==> config.mk <==
export PLATFORM = sky130hd
export DESIGN_NAME = fir_gen_state
export DESIGN_NICKNAME = d
export VERILOG_FILES = /design/src/fir_gen_pkg.sv /design/src/fir_gen_state.sv
export SDC_FILE = /design/constraint.sdc
export NUM_CORES = 2
export LEC_CHECK = 0
export ABC_AREA = 1
export BUFFER_PORTS_ARGS = -buffer_cell sky130_fd_sc_hd__buf_2
export CAP_MARGIN = 20
export CORE_AREA = 3 3 431 433
export DETAILED_ROUTE_END_ITERATION = 16
export DIE_AREA = 0 0 434 436
export GPL_ROUTABILITY_DRIVEN = 0
export SLEW_MARGIN = 20
export SYNTH_ARGS = -nofsm -noshare
export SYNTH_HDL_FRONTEND = slang
export SYNTH_SLANG_ARGS = --single-unit
==> constraint.sdc <==
create_clock -name clk_i -period 3.8 [get_ports clk_i]
set_input_delay 0.57 -clock clk_i [delete_from_list [all_inputs] [get_ports clk_i]]
set_output_delay 0.57 -clock clk_i [all_outputs]
set_load 0.02 [all_outputs]
==> src/fir_gen_pkg.sv <==
// ----------------------------------------------------------------------------
// fir_gen_pkg
// Shared constants, codes and types of the streaming direct-form FIR filter.
// ----------------------------------------------------------------------------
package fir_gen_pkg;

  // Filter size and sample format.
  localparam int MAX_TAPS     = 32;
  localparam int SAMPLE_WIDTH = 16;

  // Field widths that the interface fixes.
  localparam int TAP_SEL_W = 5;   // width of the coefficient index field
  localparam int CFG_W     = 6;   // width of the tap count register
  localparam int IDX_W     = 16;  // width of the result position
  localparam int SUM_W     = 37;  // width of the result sum

  // Derived widths.
  localparam int TAP_IDX_W   = $clog2(MAX_TAPS);
  localparam int FILL_W      = $clog2(MAX_TAPS + 1);
  localparam int PROD_W      = 2 * SAMPLE_WIDTH;
  localparam int TREE_LEVELS = $clog2(MAX_TAPS);
  localparam int TREE_SIZE   = 1 << TREE_LEVELS;

  // Tap count after reset.
  localparam logic [CFG_W-1:0] TAP_COUNT_RESET = CFG_W'(32);

  // Item commands.
  typedef enum logic {
    CMD_COEF   = 1'b0,
    CMD_SAMPLE = 1'b1
  } cmd_e;

  // Sideband that travels with a result through the pipeline.
  typedef struct packed {
    logic             valid;
    logic [IDX_W-1:0] index;
    logic             last;
  } tag_t;

endpackage

==> src/fir_gen_state.sv <==
// ----------------------------------------------------------------------------
// fir_gen_state
// Tap count register, coefficient store, sample window and block counters.
// ----------------------------------------------------------------------------
module fir_gen_state (
  input  logic                                     clk_i,
  input  logic                                     rst_ni,
  input  logic                                     cfg_valid_i,
  input  logic [fir_gen_pkg::CFG_W-1:0]            cfg_data_i,
  input  logic                                     in_accept_i,
  input  logic                                     command_i,
  input  logic [fir_gen_pkg::TAP_SEL_W-1:0]        tap_index_i,
  input  logic signed [fir_gen_pkg::SAMPLE_WIDTH-1:0] coefficient_i,
  input  logic signed [fir_gen_pkg::SAMPLE_WIDTH-1:0] sample_i,
  input  logic                                     last_sample_i,
  input  logic                                     move_i,
  output logic signed [fir_gen_pkg::SAMPLE_WIDTH-1:0] window_o [fir_gen_pkg::MAX_TAPS],
  output logic signed [fir_gen_pkg::SAMPLE_WIDTH-1:0] coef_o [fir_gen_pkg::MAX_TAPS],
  output logic [fir_gen_pkg::FILL_W-1:0]           taps_o,
  output fir_gen_pkg::tag_t                        tag_o
);
  import fir_gen_pkg::*;

  logic [CFG_W-1:0]              tap_count_q;
  logic signed [SAMPLE_WIDTH-1:0] window_q [MAX_TAPS];
  logic signed [SAMPLE_WIDTH-1:0] coef_q   [MAX_TAPS];
  logic [FILL_W-1:0]             fill_q, fill_d;
  logic [IDX_W-1:0]              count_q, count_d;
  tag_t                          tag_q, tag_d;
  logic [FILL_W-1:0]             taps;
  logic [FILL_W-1:0]             fill_clamp;
  logic [FILL_W-1:0]             fill_inc;
  logic                          is_sample;
  logic                          produce;

  // Taps in use: zero acts as one, values past the store act as its size.
  always_comb begin
    if (tap_count_q == '0) begin
      taps = FILL_W'(1);
    end else if (32'(tap_count_q) > MAX_TAPS) begin
      taps = FILL_W'(MAX_TAPS);
    end else begin
      taps = FILL_W'(tap_count_q);
    end
  end

  // Fill and result counters for one pushed sample.
  always_comb begin
    is_sample  = in_accept_i && (command_i == CMD_SAMPLE);
    fill_clamp = (fill_q > taps) ? taps : fill_q;
    fill_inc   = (fill_clamp < taps) ? fill_clamp + FILL_W'(1) : fill_clamp;
    produce    = is_sample && (fill_inc >= taps);

    fill_d  = fill_q;
    count_d = count_q;
    if (is_sample) begin
      fill_d = fill_inc;
      if (produce) begin
        count_d = count_q + IDX_W'(1);
      end
      if (last_sample_i) begin
        fill_d  = '0;
        count_d = '0;
      end
    end

    // The tag stays until the product stage takes it.
    tag_d = tag_q;
    if (move_i) begin
      tag_d.valid = 1'b0;
    end
    if (produce) begin
      tag_d.valid = 1'b1;
      tag_d.index = count_q;
      tag_d.last  = last_sample_i;
    end
  end

  // Tap count register; the write channel is always ready.
  always_ff @(posedge clk_i or negedge rst_ni) begin
    if (!rst_ni) begin
      tap_count_q <= TAP_COUNT_RESET;
    end else if (cfg_valid_i) begin
      tap_count_q <= cfg_data_i;
    end
  end

  // Counters and pending tag.
  always_ff @(posedge clk_i or negedge rst_ni) begin
    if (!rst_ni) begin
      fill_q  <= '0;
      count_q <= '0;
      tag_q   <= '0;
    end else begin
      fill_q  <= fill_d;
      count_q <= count_d;
      tag_q   <= tag_d;
    end
  end

  // Sample window and coefficient store, both cleared by reset.
  always_ff @(posedge clk_i or negedge rst_ni) begin
    if (!rst_ni) begin
      for (int k = 0; k < MAX_TAPS; k++) begin
        window_q[k] <= '0;
        coef_q[k]   <= '0;
      end
    end else if (in_accept_i) begin
      if (command_i == CMD_SAMPLE) begin
        window_q[0] <= sample_i;
        for (int k = 1; k < MAX_TAPS; k++) begin
          window_q[k] <= window_q[k-1];
        end
      end else begin
        for (int k = 0; k < MAX_TAPS; k++) begin
          if (32'(tap_index_i) == k) begin
            coef_q[k] <= coefficient_i;
          end
        end
      end
    end
  end

  assign window_o = window_q;
  assign coef_o   = coef_q;
  assign taps_o   = taps;
  assign tag_o    = tag_q;

endmodule

==> Word-level counts from Yosys, hierarchy flattened <==
Index checks and enable logic that the tools add are counted.
{ "word_totals": {"word_cells": 157, "register_bits": 1070, "inputBits": 50, "out_inout_bits": 1048} }
{ "classes": {"bitwise": 1, "n_eq_ne": 31, "add_sub_neg": 2, "reduce_logical": 40, "n_mux": 9, "order_cmp": 4} }
{ "ops": {"columns": ["cell", "count"], "rows": [
  ["AND reduction 3 bit", 32],
  ["equality test 5 bit, second input constant", 16],
  ["equality test 5 x 4 -> 1 bit, second input constant", 8],
  ["2-to-1 mux 16 bit", 2],
  ["2-to-1 mux 6 bit", 5],
  ["equality test 5 x 3 -> 1 bit, second input constant", 4],
  ["2-to-1 mux 18 bit", 1],
  ["adder 16 x 1 -> 16 bit, second input constant", 1],
  ["equality test 5 x 2 -> 1 bit, second input constant", 2],
  ["adder 6 x 1 -> 6 bit, second input constant", 1],
  ["greater-or-equal comparator 6 bit", 1],
  ["> comparator 6 bit", 1],
  ["> comparator 6 bit, second input constant", 1],
  ["zero test 6 bit", 1],
  ["< comparator 6 bit", 1],
  ["equality test 5 x 1 -> 1 bit, second input constant", 1],
  ["zero test 5 bit", 1],
  ["AND reduction 2 bit", 2],
  ["nonzero test 2 bit", 2],
  ["logical AND 1 bit", 2],
  ["2-to-1 mux 1 bit", 1],
  ["inverter 1 bit", 1]
]} }

==> Longest topological paths before layout <==
{ "depth": {"word_depth": 11, "mapped_depth": 32, "depth_no_buf": 32} }

==> Worst setup path before layout <==
OpenSTA, ideal clock, no wires.
{ "synth_timing": {"path_kind": "register -> register", "start": "register tap_count_q[5]", "end": "register tag_q, in the netlist tag_o[17]", "setup_time_ps": 138, "path_stages_with_launch": 25, "t_arrival_ps": 4115, "path_buffers": 2, "path_slack_ps": -453, "period_less_slack_ps": 4253, "t_required_ps": 3662, "path_cell_list": "dfstp_2 nor2_1 inv_1 ha_1 nand2_2 nor2_4 nand2_2 nand3_4 nand2_4 o21ai_0 ha_1 a21oi_1 nand2_1 a21oi_4 nand3_1 and2_1 ha_1 nand2_1 inv_1 o211ai_1 o2111ai_1 nand2_1 buf_2 clkbuf_1 o21ai_0"} }
{ "synth_between": {"elab_chain_cells": 10} }
{ "synth_rtl": {"columns": ["item", "line", "rtl"], "rows": [
  ["start: declaration", "fir_gen_state.sv:24", "logic [CFG_W-1:0] tap_count_q;"],
  ["start signal: assignment", "fir_gen_state.sv:84", "tap_count_q <= cfg_data_i;"],
  ["> comparator 6 bit", "fir_gen_state.sv:40", "end else if (32'(tap_count_q) > MAX_TAPS) begin"],
  ["2-to-1 mux 6 bit", "fir_gen_state.sv:40", null],
  ["2-to-1 mux 6 bit *", "fir_gen_state.sv:38", "if (tap_count_q == '0) begin"],
  ["via taps_o, one bit", "fir_gen_state.sv:19", "output logic [fir_gen_pkg::FILL_W-1:0] taps_o,"],
  ["> comparator 6 bit", "fir_gen_state.sv:50", "fill_clamp = (fill_q > taps) ? taps : fill_q;"],
  ["2-to-1 mux 6 bit", "fir_gen_state.sv:50", null],
  ["adder 6 x 1 -> 6 bit / < comparator 6 bit (equally long branches)", "fir_gen_state.sv:51", "fill_inc = (fill_clamp < taps) ? fill_clamp + FILL_W'(1) : fill_clamp;"],
  ["2-to-1 mux 6 bit", "fir_gen_state.sv:51", null],
  ["greater-or-equal comparator 6 bit *", "fir_gen_state.sv:52", "produce = is_sample && (fill_inc >= taps);"],
  ["logical AND 1 bit *", "fir_gen_state.sv:52", null],
  ["2-to-1 mux 18 bit / nonzero test 2 bit (equally long branches)", null, null],
  ["end signal: assignment", "fir_gen_state.sv:97", "tag_q <= tag_d;"],
  ["end: declaration", "fir_gen_state.sv:29", "tag_t tag_q, tag_d;"]
]} }
Mark *: on every way through the listed nets, which the timed path passes. The rest lies on a longest branch.
A chain may end at the register's enable or synchronous reset.

==> Worst setup path after layout <==
{ "layout_timing": {"start": "register tap_count_q[5]", "end": "register count_q[7]"} }
{ "layout_between": {"elab_chain_cells": 11} }
{ "layout_rtl": {"columns": ["item", "line", "rtl"], "rows": [
  ["> comparator 6 bit", "fir_gen_state.sv:40", null],
  ["2-to-1 mux 6 bit", "fir_gen_state.sv:40", null],
  ["2-to-1 mux 6 bit *", "fir_gen_state.sv:38", null],
  ["> comparator 6 bit", "fir_gen_state.sv:50", null],
  ["2-to-1 mux 6 bit", "fir_gen_state.sv:50", null],
  ["adder 6 x 1 -> 6 bit / < comparator 6 bit (equally long branches)", "fir_gen_state.sv:51", null],
  ["2-to-1 mux 6 bit", "fir_gen_state.sv:51", null],
  ["greater-or-equal comparator 6 bit *", "fir_gen_state.sv:52", null],
  ["logical AND 1 bit *", "fir_gen_state.sv:52", null],
  ["nonzero test 2 bit (no line) *", null, null],
  ["AND reduction 2 bit (no line) *", null, null],
  ["end signal: assignment", "fir_gen_state.sv:96", "count_q <= count_d;"],
  ["end: declaration", "fir_gen_state.sv:28", "logic [IDX_W-1:0] count_q, count_d;"]
]} }
Every way passes the cells marked *; elsewhere a longest branch is shown, timed or not.

==> flow_metrics.py <==
metrics = {
    "layout": {
        "final_area_mm2": 0.0536,
        "finalNonFillerCells": 7650,
        "syn_to_final_growth_pct": 34.9,
        "nets": 5229,
        "drive_above_1_share": 0.298,
        "postLayoutCoreUtil": 0.293,
    },
    "setup_path": {
        "slowest_stage": "dfstp_2",
        "r2r_cells": 29,
        "endpoint": "count_q[7]$_DFFE_PN0P_",
        "r2r_slack_ns": -0.49,
        "arrival_ns": 4.93,
        "path_class": "reg2reg",
        "slowest_delay_ns": 0.59,
        "cp-start-kind": "flip-flop",
        "crit_path_end_kind": "flip-flop",
        "crit_required_ns": 4.44,
        "startpoint": "tap_count_q[5]$_DFFE_PN1P_",
        "r2r_end": "count_q[7]$_DFFE_PN0P_",
        "timing.rr.start": "tap_count_q[5]$_DFFE_PN1P_",
        "critPathMaxFanout": 7,
    },
    "timing": {
        "max_clock_freq_ghz": 0.233,
        "final_hold_viol_count": 0,
        "final.period_utilization": 1.13,
        "tightest_slew_ns": 1.06,
        "worst_slack_ns": -0.492,
        "max_slew_margin": 0.294,
        "tns_ns": -14.12,
        "slew_viol_final": 0,
        "period_needed_ns": 4.29,
        "fin_skew_ns": 0.0473,
        "rsz0062_at_grt": "yes",
        "setup_viol": 35,
    },
    "routing": {
        "drt_iter0_drc": 2692,
        "drcViolationCount": 0,
        "drtPass1Iterations": 5,
        "avgRoutedWirePerCell_um": 19.8,
        "via_per_inst": 4.31,
        "drt_wl_total_um": 152000,
        "antenna_left": 0,
        "vias": 33000,
    },
    "flow_run": {
        "drv_cap": 0,
    },
    "clocking": {
        "cts_tree": "yes",
        "insertion_delay_ns": 0.77,
        "cts_root_buf": "clkbuf_16",
        "cts_made_buffers": 116,
        "clockBufferDepth": 3,
        "h-tree-depth": 3,
        "clk_pin_slew_ns": 0.06,
        "cts_sinks": 1070,
    },
    "synthesis": {
        "async_flop_share": 1.00,
        "yosysSeqAreaShare": 0.675,
        "postSynthCellCount": 4038,
        "syn_area_mm2": 0.0397,
        "avgSynthCellArea_um2": 9.83,
        "ys_ff_latch": 1070,
        "yosysUniqueCellTypes": 33,
        "synth_flop_cell": "dfrtp_1",
        "yosys_warnings": 0,
        "syn-num-nets": 4107,
        "synth_edf_count": 0,
    },
    "grt": {
        "antenna_found_initial": 10,
        "grt_pass1_vias": 32100,
        "grt_max_degree": 170,
        "grt-ovfl-total": 0,
        "grt_usage": 0.155,
        "grt_pass1_wl_um": 221000,
    },
    "floorplan": {
        "core_mm2": 0.182,
        "io_pins": 1098,
        "die_h_um": 436,
        "die_w_um": 434,
        "rows": 157,
        "start_util": 0.217,
        "dieArea_mm2": 0.189,
    },
    "pwr": {
        "leakagePower_nw": 27.3,
        "cellPowerDensity_mw_per_mm2": 709,
        "ir_drop_mv": 0.437,
        "finalPower_w": 0.0380,
    },
    "placed_design": {
        "dp_cells": 7371,
        "place_hpwl_um": 112000,
        "port_buffers": 1097,
        "placed_area_mm2": 0.0485,
    },
    "min_path": {
        "hp-class": "in2reg",
    },
    "outcome": {
        "outcome": "finished with violations",
        "violations": "setup timing",
    },
}
==> routing by layer <==
metal,track usage,up-vias,share of wire
met5,0,-,0.000046
met4,0.0688,2,0.046
met3,0.0331,294,0.066
met2,0.256,1156,0.48
met1,0.196,16400,0.41
li1,-,15200,-
==> area by class of cell <==
type / instances / area (µm²)
fillers: 19200 / 129000
flip-flops and latches: 1070 / 26800
multi-input cells: 2373 / 11100
repair buffers: 1273 / 7280
clock buffers: 175 / 3440
well taps: 2385 / 2980
inverters: 326 / 1230
clock inverters: 46 / 704
diodes: 2 / 5.00
==> through the flow <==
stage	worst slack [ns]	hold slack, ns
after floorplan	-0.193	0.274
after detailed placement	-0.720	0.462
after CTS	-0.346	0.00664
final	-0.492	0.0995
after global placement	-0.621	0.461
after global routing	-0.745	0.0442
==> what timing repair did <==
action,in CTS,in global routing
hold endpoints to repair,62,0
buffers inserted,28,3
gates cloned,1,3
hold buffers,21,0
setup endpoints to repair,34,35
resized for setup,41,57
pin swaps,29,21
==> cells in the mapped netlist, types with 3 or more instances <==
| cell type | instances | area [µm²] |
|---|---|---|
| inv_1 | 325 | 1220 |
| buf_2 | 34 | 170 |
| nand2_1 | 1175 | 4410 |
| or2_2 | 3 | 18.8 |
| nor2_1 | 52 | 195 |
| nand4_1 | 10 | 62.6 |
| o21ai_0 | 1030 | 5150 |
| ha_1 | 19 | 238 |
| clkbuf_1 | 230 | 863 |
| buf_1 | 5 | 18.8 |
| a21oi_1 | 29 | 145 |
| dfrtp_1 | 1069 | 26800 |
| and2_1 | 4 | 25.0 |
| nand3_1 | 23 | 115 |
| nand3_2 | 4 | 40.0 |
| nand2_2 | 4 | 25.0 |
==> layout by cell type (no fill, tap or decap), types with 23 or more instances in the layout <==
cell,instances
dfrtp_1,1069
clkbuf_8,32
nand2_2,29
buf_2,1096
buf_4,113
nor2_1,45
inv_1,314
o21ai_0,1012
nand2_1,1137
clkbuf_16,119
clkbuf_1,27
a21oi_1,23
==> flip-flops by register name (all words and copies together), names as in the netlist <==
signal       count
fill_q           6
tag_o           18
coef_o         512
tap_count_q      6
window_o       512
count_q         16
==> where the power goes <==
part	internal, W	switching (W)
Sequential	0.0133	0.00144
Clock	0.00712	0.00490
Combinational	0.00407	0.00712
==> kinds of logic (layout without fill, tap and decap cells) <==
family,Yosys count,count (layout),share of synthesized area
buffers and inverters,595,1820,0.0573
other,0,2,0
flip-flops,1070,1070,0.675
AND/OR/NAND/NOR,1286,1286,0.126
AO/OA/AOI/OAI,1065,1065,0.135
XOR/XNOR,1,1,0.000221
adder cells (fa/ha/maj),19,19,0.00599
multiplexers,2,2,0.000567
==> worst min path at each step <==
stage	from	endpoint	slack (ns)	depth (start not counted)
2_1_floorplan	rst_ni	coef_o[0]$_DFFE_PN0P_	0.27	0
6_report	sample_i[15]	window_o[511]$_DFFE_PN0P_	0.1	3
4_1_cts	sample_i[15]	window_o[511]$_DFFE_PN0P_	0.007	3
3_3_place_gp	window_o[6]$_DFFE_PN0P_	window_o[6]$_DFFE_PN0P_	0.46	2
5_1_grt	sample_i[15]	window_o[511]$_DFFE_PN0P_	0.04	3
3_5_place_dp	window_o[3]$_DFFE_PN0P_	window_o[3]$_DFFE_PN0P_	0.46	2
==> worst max-delay path: cells and delay by family (launching register included) <==
family | cells | cell delay (ns)
and+or+nand+nor | 15 | 1.54
DFF | 1 | 0.59
buffers and inverters | 5 | 0.37
AOI/OAI and AO/OA | 6 | 0.89
adders and majority gates | 3 | 0.73
(Power assumes the default switching activity.)
